[src/rtl/core/upn_pkg.sv]
// ----------------------------------------------------------------------------
// upn_pkg: shared types and helpers for the URL percent normalizer
// Token format passed from the classifier to the encoder, queue status,
// decode state codes and the character helpers used on both sides.
// ----------------------------------------------------------------------------
package upn_pkg;

	// queue depth between front and back
	localparam int unsigned QDEPTH = 4;
	localparam int unsigned QAW    = $clog2(QDEPTH);

	// character constants
	localparam logic [7:0] CH_PCT  = 8'h25;
	localparam logic [7:0] CH_PLUS = 8'h2B;
	localparam logic [7:0] CH_NUL  = 8'h00;
	localparam logic [7:0] HEX_LETTER_BASE = 8'd55;
	localparam logic [7:0] HEX_DIGIT_BASE  = 8'd48;

	// decode state: how much of a %XX triple is held
	typedef enum logic [1:0] {
		PEND_NONE = 2'd0,
		PEND_PCT  = 2'd1,
		PEND_HEX  = 2'd2
	} pend_t;

	// one unit of work for the encoder: a decoded byte or a bare end marker
	typedef struct packed {
		logic [7:0] data;
		logic       marker;
		logic       last;
	} tok_t;

	typedef struct packed {
		logic full;
		logic empty;
	} fifo_stat_t;

	function automatic logic is_hex(input logic [7:0] c);
		return (c >= 8'h30 && c <= 8'h39) || (c >= 8'h41 && c <= 8'h46) ||
			(c >= 8'h61 && c <= 8'h66);
	endfunction

	function automatic logic [3:0] hex_value(input logic [7:0] c);
		logic [7:0] v;
		if (c >= 8'h30 && c <= 8'h39) begin
			v = c - 8'h30;
		end else if (c >= 8'h41 && c <= 8'h46) begin
			v = c - 8'h37;
		end else begin
			v = c - 8'h57;
		end
		return v[3:0];
	endfunction

	function automatic logic [7:0] nibble_char(input logic [3:0] n);
		return (n > 4'd9) ? ({4'd0, n} + HEX_LETTER_BASE) : ({4'd0, n} + HEX_DIGIT_BASE);
	endfunction

	function automatic logic is_alnum(input logic [7:0] c);
		return (c >= 8'h30 && c <= 8'h39) || (c >= 8'h41 && c <= 8'h5A) ||
			(c >= 8'h61 && c <= 8'h7A);
	endfunction

	// C-locale whitespace: space, TAB, LF, VT, FF, CR
	function automatic logic is_space(input logic [7:0] c);
		return (c == 8'h20) || (c >= 8'h09 && c <= 8'h0D);
	endfunction

endpackage

[src/rtl/core/url_percent_normalizer_unit.sv]
// ----------------------------------------------------------------------------
// url_percent_normalizer_unit: streaming URL percent re-encoder
// Decodes %XX triples in a byte stream and re-encodes every byte in
// form-urlencoded style, one output character per transfer.
// ----------------------------------------------------------------------------
//  channel | signals                                   | direction
//  --------+-------------------------------------------+----------
//  input   | in_valid, in_stall, in_byte, in_last      | in
//  output  | out_valid, out_stall, out_byte,           | out
//          | byte_valid, out_last                      |
//
//  The classifier takes one byte per cycle once its token buffer is empty
//  or its last token is pushed; each byte yields zero to three tokens,
//  pushed one per cycle unless the queue is full. The encoder emits one
//  character per cycle unless stalled; a byte yields 0 to 7 characters.
//  A four-entry token queue lets input and output stall independently.
//  Reset clears the decode state, queue pointers and valid flags.
// ----------------------------------------------------------------------------
module url_percent_normalizer_unit (
	input  logic       clk,
	input  logic       arst_n,
	input  logic       in_valid,
	output logic       in_stall,
	input  logic [7:0] in_byte,
	input  logic       in_last,
	output logic       out_valid,
	input  logic       out_stall,
	output logic [7:0] out_byte,
	output logic       byte_valid,
	output logic       out_last
);
	import upn_pkg::*;

	logic       push;
	logic       pop;
	tok_t       push_tok;
	tok_t       head;
	fifo_stat_t fstat;

	upn_front u_front (
		.clk      (clk),
		.arst_n   (arst_n),
		.in_valid (in_valid),
		.in_byte  (in_byte),
		.in_last  (in_last),
		.in_stall (in_stall),
		.push     (push),
		.push_tok (push_tok),
		.fstat    (fstat)
	);

	upn_fifo u_fifo (
		.clk      (clk),
		.arst_n   (arst_n),
		.push     (push),
		.push_tok (push_tok),
		.pop      (pop),
		.head     (head),
		.stat     (fstat)
	);

	upn_back u_back (
		.clk        (clk),
		.arst_n     (arst_n),
		.head       (head),
		.fstat      (fstat),
		.pop        (pop),
		.out_valid  (out_valid),
		.out_byte   (out_byte),
		.byte_valid (byte_valid),
		.out_last   (out_last),
		.out_stall  (out_stall)
	);

	// queue never overflows or underflows
	a_no_overflow: assert property (@(posedge clk) disable iff (!arst_n)
		push |-> !fstat.full)
		else $error("token pushed into full queue");

	a_no_underflow: assert property (@(posedge clk) disable iff (!arst_n)
		pop |-> !fstat.empty)
		else $error("token popped from empty queue");

	// a bare end marker is always a zero byte closing the string
	a_marker_form: assert property (@(posedge clk) disable iff (!arst_n)
		(out_valid && !byte_valid) |-> (out_last && out_byte == CH_NUL))
		else $error("malformed end marker");

endmodule

[src/rtl/core/upn_front.sv]
// ----------------------------------------------------------------------------
// upn_front: input classifier
// Accepts input bytes, runs the %XX decode state machine and turns each
// byte into zero to three tokens, pushed one per cycle while the queue has room.
// ----------------------------------------------------------------------------
module upn_front (
	input  logic               clk,
	input  logic               arst_n,
	input  logic               in_valid,
	input  logic [7:0]         in_byte,
	input  logic               in_last,
	output logic               in_stall,
	output logic               push,
	output upn_pkg::tok_t      push_tok,
	input  upn_pkg::fifo_stat_t fstat
);
	import upn_pkg::*;

	pend_t      pend_q, pend_d, pend_nx;
	logic [7:0] first_q, first_d;
	logic       trunc_q, trunc_d;
	tok_t       tok_q [3];
	logic [1:0] cnt_q;
	tok_t       nt [3];
	logic [1:0] n;
	logic       accept;
	logic       busy;

	assign busy     = (cnt_q != 2'd0);
	assign push     = busy && !fstat.full;
	assign push_tok = tok_q[0];
	assign in_stall = busy && !(push && cnt_q == 2'd1);
	assign accept   = in_valid && !in_stall;

	// decode step and token list for the presented byte
	always_comb begin
		pend_t      p;
		logic [7:0] d;
		p       = pend_q;
		d       = {hex_value(first_q), hex_value(in_byte)};
		pend_d  = pend_q;
		first_d = first_q;
		trunc_d = trunc_q;
		n       = 2'd0;
		for (int i = 0; i < 3; i++) begin
			nt[i] = '{data: CH_NUL, marker: 1'b0, last: 1'b0};
		end
		if (!trunc_q) begin
			if (in_byte == CH_NUL) begin
				// terminator: flush held characters as literals
				if (p != PEND_NONE) begin
					nt[n].data = CH_PCT;
					n = n + 2'd1;
				end
				if (p == PEND_HEX) begin
					nt[n].data = first_q;
					n = n + 2'd1;
				end
				pend_d  = PEND_NONE;
				trunc_d = 1'b1;
			end else begin
				unique case (p)
					PEND_PCT: begin
						if (is_hex(in_byte)) begin
							first_d = in_byte;
							pend_d  = PEND_HEX;
						end else begin
							nt[n].data = CH_PCT;
							n = n + 2'd1;
							pend_d = PEND_NONE;
							if (in_byte == CH_PCT) begin
								pend_d = PEND_PCT;
							end else begin
								nt[n].data = in_byte;
								n = n + 2'd1;
							end
						end
					end
					PEND_HEX: begin
						if (is_hex(in_byte)) begin
							pend_d = PEND_NONE;
							if (d == CH_NUL) begin
								trunc_d = 1'b1;
							end else begin
								nt[n].data = d;
								n = n + 2'd1;
							end
						end else begin
							nt[n].data = CH_PCT;
							n = n + 2'd1;
							nt[n].data = first_q;
							n = n + 2'd1;
							pend_d = PEND_NONE;
							if (in_byte == CH_PCT) begin
								pend_d = PEND_PCT;
							end else begin
								nt[n].data = in_byte;
								n = n + 2'd1;
							end
						end
					end
					default: begin
						if (in_byte == CH_PCT) begin
							pend_d = PEND_PCT;
						end else begin
							nt[n].data = in_byte;
							n = n + 2'd1;
						end
					end
				endcase
			end
		end
		// end of string: flush, mark the last token, clear state
		if (in_last) begin
			if (!trunc_d) begin
				if (pend_d != PEND_NONE) begin
					nt[n].data = CH_PCT;
					n = n + 2'd1;
				end
				if (pend_d == PEND_HEX) begin
					nt[n].data = first_d;
					n = n + 2'd1;
				end
			end
			if (n == 2'd0) begin
				nt[0] = '{data: CH_NUL, marker: 1'b1, last: 1'b1};
				n = 2'd1;
			end else begin
				nt[n - 2'd1].last = 1'b1;
			end
			pend_d  = PEND_NONE;
			first_d = CH_NUL;
			trunc_d = 1'b0;
		end
	end

	// next state of the decode state machine
	always_comb begin
		pend_nx = accept ? pend_d : pend_q;
	end

	always_ff @(posedge clk or negedge arst_n) begin
		if (!arst_n) begin
			pend_q <= PEND_NONE;
		end else begin
			pend_q <= pend_nx;
		end
	end

	// held digit, truncation flag and token buffer
	always_ff @(posedge clk or negedge arst_n) begin
		if (!arst_n) begin
			first_q <= CH_NUL;
			trunc_q <= 1'b0;
			cnt_q   <= 2'd0;
		end else begin
			if (accept) begin
				first_q <= first_d;
				trunc_q <= trunc_d;
				cnt_q   <= n;
			end else if (push) begin
				cnt_q <= cnt_q - 2'd1;
			end
		end
	end

	always_ff @(posedge clk) begin
		if (accept) begin
			tok_q <= nt;
		end else if (push) begin
			tok_q[0] <= tok_q[1];
			tok_q[1] <= tok_q[2];
		end
	end

endmodule

[src/rtl/core/upn_fifo.sv]
// ----------------------------------------------------------------------------
// upn_fifo: token queue
// Short first-in first-out queue that decouples the classifier from the
// encoder, so each side stalls on its own.
// ----------------------------------------------------------------------------
module upn_fifo (
	input  logic                clk,
	input  logic                arst_n,
	input  logic                push,
	input  upn_pkg::tok_t       push_tok,
	input  logic                pop,
	output upn_pkg::tok_t       head,
	output upn_pkg::fifo_stat_t stat
);
	import upn_pkg::*;

	tok_t           mem_q [QDEPTH];
	logic [QAW-1:0] wp_q, rp_q;
	logic [QAW:0]   cnt_q;

	assign head       = mem_q[rp_q];
	assign stat.full  = (cnt_q == (QAW + 1)'(QDEPTH));
	assign stat.empty = (cnt_q == '0);

	// pointers and fill level
	always_ff @(posedge clk or negedge arst_n) begin
		if (!arst_n) begin
			wp_q  <= '0;
			rp_q  <= '0;
			cnt_q <= '0;
		end else begin
			if (push) begin
				wp_q <= wp_q + 1'b1;
			end
			if (pop) begin
				rp_q <= rp_q + 1'b1;
			end
			if (push && !pop) begin
				cnt_q <= cnt_q + 1'b1;
			end else if (pop && !push) begin
				cnt_q <= cnt_q - 1'b1;
			end
		end
	end

	// storage
	always_ff @(posedge clk) begin
		if (push) begin
			mem_q[wp_q] <= push_tok;
		end
	end

endmodule

[src/rtl/core/upn_back.sv]
// ----------------------------------------------------------------------------
// upn_back: token encoder
// Pops tokens and emits one character per cycle unless stalled: letters and
// digits as is, whitespace '+', markers NUL, else '%' and two hex digits.
// ----------------------------------------------------------------------------
module upn_back (
	input  logic                clk,
	input  logic                arst_n,
	input  upn_pkg::tok_t       head,
	input  upn_pkg::fifo_stat_t fstat,
	output logic                pop,
	output logic                out_valid,
	output logic [7:0]          out_byte,
	output logic                byte_valid,
	output logic                out_last,
	input  logic                out_stall
);
	import upn_pkg::*;

	tok_t       cur_q;
	logic       cur_v_q;
	logic [1:0] pos_q;
	logic       out_v_q;
	logic [7:0] obyte_q;
	logic       obv_q;
	logic       olast_q;
	logic       three;
	logic       fin;
	logic       advance;
	logic [7:0] ch;

	// character selection for the current token
	always_comb begin
		three = !cur_q.marker && !is_alnum(cur_q.data) && !is_space(cur_q.data);
		fin   = !three || (pos_q == 2'd2);
		if (cur_q.marker) begin
			ch = CH_NUL;
		end else if (is_alnum(cur_q.data)) begin
			ch = cur_q.data;
		end else if (is_space(cur_q.data)) begin
			ch = CH_PLUS;
		end else begin
			case (pos_q)
				2'd0:    ch = CH_PCT;
				2'd1:    ch = nibble_char(cur_q.data[7:4]);
				default: ch = nibble_char(cur_q.data[3:0]);
			endcase
		end
	end

	assign advance = cur_v_q && (!out_v_q || !out_stall);
	assign pop     = !fstat.empty && (!cur_v_q || (advance && fin));

	// current token and character position
	always_ff @(posedge clk or negedge arst_n) begin
		if (!arst_n) begin
			cur_v_q <= 1'b0;
			pos_q   <= 2'd0;
		end else begin
			if (pop) begin
				cur_v_q <= 1'b1;
			end else if (advance && fin) begin
				cur_v_q <= 1'b0;
			end
			if (advance) begin
				pos_q <= fin ? 2'd0 : pos_q + 2'd1;
			end
		end
	end

	always_ff @(posedge clk) begin
		if (pop) begin
			cur_q <= head;
		end
	end

	// output register
	always_ff @(posedge clk or negedge arst_n) begin
		if (!arst_n) begin
			out_v_q <= 1'b0;
		end else if (advance) begin
			out_v_q <= 1'b1;
		end else if (!out_stall) begin
			out_v_q <= 1'b0;
		end
	end

	always_ff @(posedge clk) begin
		if (advance) begin
			obyte_q <= ch;
			obv_q   <= !cur_q.marker;
			olast_q <= cur_q.last && fin;
		end
	end

	assign out_valid  = out_v_q;
	assign out_byte   = obyte_q;
	assign byte_valid = obv_q;
	assign out_last   = olast_q;

endmodule

[config.mk]
export PLATFORM = sky130hd
export DESIGN_NAME = url_percent_normalizer_unit
export DESIGN_NICKNAME = d
export VERILOG_FILES = /design/src/rtl/core/upn_pkg.sv /design/src/rtl/core/url_percent_normalizer_unit.sv /design/src/rtl/core/upn_front.sv /design/src/rtl/core/upn_fifo.sv /design/src/rtl/core/upn_back.sv
export SDC_FILE = /design/constraint.sdc
export NUM_CORES = 1
export LEC_CHECK = 0
export BUFFER_PORTS_ARGS = -buffer_cell sky130_fd_sc_hd__buf_2
export CORE_MARGIN = 2
export CORE_UTILIZATION = 65
export CTS_CLUSTER_SIZE = 8
export DETAILED_ROUTE_END_ITERATION = 10
export GPL_ROUTABILITY_DRIVEN = 1
export GPL_TIMING_DRIVEN = 0
export HOLD_SLACK_MARGIN = 0.05
export PLACE_DENSITY = 0.84
export SKIP_LAST_GASP = 1
export SLEW_MARGIN = 40
export SYNTH_ARGS = -nofsm -noshare
export SYNTH_HDL_FRONTEND = slang
export SYNTH_SLANG_ARGS = --single-unit
[constraint.sdc]
create_clock -name clk -period 10.11 [get_ports clk]
set_clock_uncertainty 0.05 [all_clocks]
set_input_delay 3.033 -clock clk [delete_from_list [all_inputs] [get_ports clk]]
set_output_delay 3.033 -clock clk [all_outputs]
set_load 0.02 [all_outputs]
Yosys cells after proc, flatten, opt, wreduce, memory -nomap -nowiden
Memory sizes are Yosys's and may differ from the RTL's. A register that Yosys moved wholly into a read port is not among the register bits.
Index checks and enable logic that the tools add are counted.
- memories: 1
- bits in writable memories: 40
- output and inout port bits: 12
- register bits: 64
- bits of input ports: 13
- word-level logic and storage cells: 245
- memory list (memory ; depth ; width ; rd ports ; clocked after Yosys merged registers in ; write ports ; RTL line ; text):
    u_fifo.mem_q ; 4 ; 10 ; 1 ; 1 ; 1 ; upn_fifo.sv:17 ; tok_t mem_q [QDEPTH];
- muxes and demuxes: 103
- eq/ne operators: 10
- add/sub/neg operators: 20
- reduce and logical (&&, ||, !) cells: 57
- magnitude comparators: 28
- bitwise logic cells: 4
- operator list (cell ; count):
    30-bit two-way mux ; 9
    8-bit two-way mux ; 20
    30-bit bitwise mux ; 4
    10-bit demux with 2-bit select ; 4
    20-bit two-way mux ; 3
    2-bit two-way mux ; 28
    8-bit case mux with 2 select lines ; 3
    8-bit by 7-bit greater-or-equal comparator with 1-bit output, second input constant ; 5
    8-bit by 7-bit <= comparator with 1-bit output, second input constant ; 5
    10-bit two-way mux ; 4
    4-bit by 6-bit adder with 7-bit output, second input constant ; 4
    1-bit logical AND ; 25
    8-bit by 6-bit greater-or-equal comparator with 1-bit output, second input constant ; 3
    8-bit by 6-bit <= comparator with 1-bit output, second input constant ; 3
    1-bit two-way mux ; 18
    8-bit by 6-bit equality test with 1-bit output, second input constant ; 2
    8-bit logical NOT ; 2
    4-bit two-way mux ; 4
    4-bit by 3-bit subtractor with 4-bit output, second input constant ; 4
    1-bit logical NOT ; 13
    2-bit by 1-bit adder with 2-bit output, second input constant ; 6
    3-bit greater-or-equal comparator, second input constant ; 4
    3-bit by 1-bit less-than comparator with 1-bit output, second input constant ; 4
    6-bit two-way mux ; 2
    other kinds (18) ; 43

Logic depth before layout (Yosys ltp)
- word-level depth: 28
- gate-level depth with buffers: 19
- depth with buffers taken out: 18

Cells and area by module
A second synthesis with hierarchy kept.
- cells, all modules: 653
- area, all modules: 7051.8 µm²
- modules (own cells, without submodules) (module ; cells each ; instances ; seq. area each (µm²) ; area an instance (µm²)):
    upn_front ; 426 ; 1 ; 1166.1 ; 3712.3
    upn_fifo ; 86 ; 1 ; 1376.3 ; 1840.5
    upn_back ; 141 ; 1 ; 700.7 ; 1498.9

Worst setup path after synthesis
No wires, ideal clock.
- path type: input-to-reg
- start point: input port in_byte[0]
- end point: register u_front.tok_q[12] in the netlist's numbering, data pin
- library setup time: 0.258 ns
- data required time: 9.802 ns
- path slack: 3.237 ns
- stages: 18
- buffers on the path: 1
- arrival time: 6.565 ns
- cells stage by stage: clkbuf_1 -> inv_1 -> ha_1 -> o21bai_1 -> a21oi_2 -> mux2_4 -> or3_1 -> o21a_1 -> o21a_1 -> inv_1 -> ha_1 -> nand2_1 -> a21boi_0 -> ha_1 -> nand2_1 -> nor3_1 -> nand2_1 -> o221a_2
- longest elaborated chain between the ends: 27
- elaborated cells between the ends (all ways): 88
- those cells by class: add/sub: 6; order compare: 10; eq/ne: 2; mux: 56; bitwise: 3; reduce/logical: 11
- ends and longest elaborated chain (element ; RTL line ; text):
    start: declaration ; url_percent_normalizer_unit.sv:24 ; input logic [7:0] in_byte,
    8-bit by 7-bit greater-or-equal comparator with 1-bit output or 8-bit by 7-bit <= comparator with 1-bit output (tied branches) ; upn_pkg.sv:39, upn_pkg.sv:47 ;
    1-bit logical AND ; upn_pkg.sv:39, upn_pkg.sv:47 ;
    4-bit two-way mux ; upn_pkg.sv:47 ; end else if (c >= 8'h41 && c <= 8'h46) begin
    4-bit two-way mux ; upn_pkg.sv:45 ; if (c >= 8'h30 && c <= 8'h39) begin
    8-bit logical NOT ; upn_front.sv:82 ; if (d == CH_NUL) begin
    1-bit two-way mux ; upn_front.sv:82 ;
    2-bit two-way mux ; upn_front.sv:80 ; if (is_hex(in_byte)) begin
    2-bit case mux with 2 select lines ; upn_front.sv:62 ; unique case (p)
    [... 11 more ...] ; -- ;
    30-bit bitwise mux ; upn_front.sv:121 ; nt[n].data = first_d;
    30-bit two-way mux ; upn_front.sv:120 ; if (pend_d == PEND_HEX) begin
    30-bit two-way mux ; upn_front.sv:115 ; if (!trunc_d) begin
    30-bit two-way mux ; upn_front.sv:114 ; if (in_last) begin
    30-bit bitwise mux ; upn_front.sv:129 ; nt[n - 2'd1].last = 1'b1;
    20-bit two-way mux ; upn_front.sv:125 ; if (n == 2'd0) begin
    30-bit two-way mux (*) ; upn_front.sv:114 ;
    20-bit two-way mux (*) ; upn_front.sv:168 ; if (accept) begin
    end signal: assignment ; upn_front.sv:169 ; tok_q <= nt;
    end: declaration ; upn_front.sv:22 ; tok_t tok_q [3];
Mark *: on every way between the ends. The rest lies on a longest branch, timed or not. The select of a mux whose other input is x is not followed.
A chain may end at the register's enable or synchronous reset.

Worst setup path after layout
- start point: input port in_byte[0]
- end point: register u_front.tok_q (netlist bit u_front.push_tok[7]), data pin
- longest elaborated chain between the ends: 27
- elaborated cells between the ends (all ways): 89
- those cells by class: add/sub: 6; order compare: 10; eq/ne: 2; mux: 57; bitwise: 3; reduce/logical: 11
- ends and longest elaborated chain (element ; RTL line):
    8-bit by 7-bit greater-or-equal comparator with 1-bit output or 8-bit by 7-bit <= comparator with 1-bit output (tied branches) ; upn_pkg.sv:39, upn_pkg.sv:47
    1-bit logical AND ; upn_pkg.sv:39, upn_pkg.sv:47
    4-bit two-way mux ; upn_pkg.sv:47
    4-bit two-way mux ; upn_pkg.sv:45
    8-bit logical NOT ; upn_front.sv:82
    1-bit two-way mux ; upn_front.sv:82
    2-bit two-way mux ; upn_front.sv:80
    2-bit case mux with 2 select lines ; upn_front.sv:62
    [... 11 more ...] ; --
    30-bit bitwise mux ; upn_front.sv:121
    30-bit two-way mux ; upn_front.sv:120
    30-bit two-way mux ; upn_front.sv:115
    30-bit two-way mux ; upn_front.sv:114
    30-bit bitwise mux ; upn_front.sv:129
    10-bit two-way mux ; upn_front.sv:125
    30-bit two-way mux (*) ; upn_front.sv:114
    20-bit two-way mux (*) ; upn_front.sv:168
Marks and branches as above.

==> reports/metrics.cfg <==
[clock_tree]
clk_latency_ns=0.38
hold_buffers=0
ctsResizeCount=0
cts.sinks=112
cts-buffers-inserted=9
clk_path_buf_depth=2
post_cts_buffers=0
path_clk_slew_ns=0.11
cts_root_buf=clkbuf_8
cts_tree=yes
htreeDepth=3

[global_route]
antenna_found_initial=0
grt_pass1_wl_mm=26.5
grt_pass1_vias=4989
grt_max_degree=25
grt-ovfl-total=0
grt_use_total_pct=31.1

[power]
ir_worst_vdd_v=0.000300
p_leak_nw=2.79
power.density_mw_per_mm2=321
total_power_w=0.00231

[die]
dieArea_mm2=0.0111
die-width_um=105
core_mm2=0.00986
floorplan.initialDensity_pct=67.6
num_rows=36
die_y_um=105
io_pins=25

[worst_setup_path]
cp_max_fo=10
crit_path_start_kind=primary input
cp.required_ns=10.17
crit_arrival_ns=7.49
crit_type=primary input to flip-flop
cp-end-kind=flip-flop

[routing]
route.detailed.drc=0
drt_iter0_markers=737
viasPerCell=6.67
dr.pass1.iters=6
ant_nets=0
routedWlPerCell_um=21.4
via_count=5153
totalWireLength_mm=16.5

[finish]
final_nets=687
num-fill-cells=671
fin_area_mm2=0.00719
fin_cells=773
diodes=0
layout_commonest_cell=edfxtp_1
syn_to_final_growth_pct=7.85
mostFrequentLayoutCells=88 x edfxtp_1, 48 x nor2_1, 47 x nand2_1
post-route-util_pct=72.9
drive_above_1_share_pct=14.7

[timing]
fin_crit_sh_pct=73.4
rsz0062_at_grt=no
setup-tns-final_ns=0
drv_slew=0
setup_viol=0
hold_viol=0
worst_pin_slew_ns=0.696
period_needed_ns=7.42
slew_headroom_pct=53.3
max_freq_mhz=135

[placement]
dp_hpwl_mm=11.8
place.gp.congestion=0.985
dp_cells=757
port_buffers=23
placed_cell_area_mm2=0.00695

[logic_synthesis]
syn_nets=653
syn-cell-area_mm2=0.00667
synth_area_leader_cell=edfxtp_1
yosys-top-cells-area=edfxtp_1 40%, dfrtp_1 9.0%, ha_1 7.1%
ys_seq_area_share_pct=48.6
ys_ff_latch=112
yosysWarnings=0
syn_area_per_cell_um2=11.1
netlist_instances=601
yosysTopAreaCellShare_pct=39.6
ys_types=81
synthFlopType=edfxtp_1
async_flop_share_pct=21.4
synth_edf_count=88

[job]
drv_cap=0

[worst_hold_path]
worstHoldPathType=flip-flop to flip-flop

[outcome]
status=completed

-- where the power goes --
group	switching, W	internal, W
combinational	0.000698	0.000417
sequential	0.000118	0.000784
clock	0.000163	0.000128
total	0.000980	0.00133
-- worst paths after layout --
| check | startpoint | endpoint | slack [ns] | cells past startpoint |
|---|---|---|---|---|
| max reg2reg | u_front.first_q[0] | u_front.push_tok[7] | 5.25 | 18 |
| max | in_byte[0] | u_front.push_tok[7] | 2.69 | 19 |
| min | u_fifo.cnt_q[2] | u_fifo.cnt_q[2] | 0.46 | 1 |
| min reg2reg | u_fifo.cnt_q[2] | u_fifo.cnt_q[2] | 0.46 | 1 |
| min in group asynchronous | arst_n | u_front.cnt_q[1] | 2.59 | 1 |
| max in group asynchronous | arst_n | u_front.first_q[0] | 7.02 | 1 |
-- synthesized netlist by cell type (10+ instances only) --
library cell	number
edfxtp_1	88
clkbuf_1	18
nor2_1	48
nand2_1	48
ha_1	38
mux4_2	10
nor3_1	16
o21ai_0	11
a21oi_1	30
dfrtp_1	24
and2_1	11
a211oi_1	12
a22oi_1	24
nand3_1	10
inv_1	33
-- metrics by stage --
step | hold WS [ns] | setup slack (ns)
2_1_floorplan | 0.409 | 3.24
3_3_place_gp | 0.425 | 2.40
3_5_place_dp | 0.436 | 2.39
4_1_cts | 0.457 | 2.79
5_1_grt | 0.465 | 2.30
6_report | 0.463 | 2.69
-- metal layers --
layer / vias to the layer above / wire length, µm / track usage (%)
li1: 2358 / - / -
met1: 2465 / 6620 / 43.3
met2: 297 / 7920 / 49.0
met3: 33 / 1540 / 6.12
met4: 0 / 432 / 11.3
met5: - / 0 / 0
-- sequential cells by signal (all words and copies together) (netlist names) --
name / count
u_fifo.mem_q: 40
u_front.tok_q: 18
u_back.cur_q: 10
u_front.push_tok: 10
u_back.out_byte: 8
u_front.first_q: 8
u_fifo.cnt_q: 3
u_back.pos_q: 2
u_fifo.rp_q: 2
u_fifo.wp_q: 2
u_front.cnt_q: 2
u_front.pend_q: 2
u_back.byte_valid: 1
u_back.cur_v_q: 1
u_back.out_last: 1
u_back.out_valid: 1
u_front.trunc_q: 1
-- cell families (layout without fill, tap and decap cells) --
family                     count (synthesis)  in the layout  share of synthesized area, %
xor gates and xnor gates                  11             11                          1.45
adders and majority gates                 39             39                          7.43
DFF                                      112            112                          48.6
AOI/OAI and AO/OA                        181            181                          20.3
other                                      1              1                        0.0563
and+or+nand+nor                          175            175                          13.5
buffers and inverters                     63            102                          3.79
muxes                                     19             19                          4.90
-- worst max-delay path, cell delays in order --
cell and delay [ns]:
buf_2 0.11, clkbuf_1 0.41, inv_1 0.17, ha_1 0.27, o21bai_1 0.27, a21oi_2 0.15
mux2_4 0.33, or3_1 0.36, o21a_1 0.22, o21a_1 0.24, inv_1 0.10, ha_1 0.25
nand2_1 0.07, a21boi_0 0.35, ha_1 0.26, nand2_1 0.09, nor2_1 0.44, and4_1 0.31
a211oi_1 0.07
-- layout make-up --
| class | instances | area, µm² | share of cell area [%] |
|---|---|---|---|
| plain buffers | 28 | 124 | 1.72 |
| flip-flops and latches | 112 | 3240 | 45.1 |
| clock buffers | 10 | 138 | 1.91 |
| inverters | 35 | 131 | 1.83 |
| multi-input cells | 426 | 3180 | 44.3 |
| repair buffers | 23 | 115 | 1.60 |
| clock inverters | 6 | 88.8 | 1.24 |
| well taps | 133 | 166 | 2.31 |
Power figures use the tool's default switching activity.
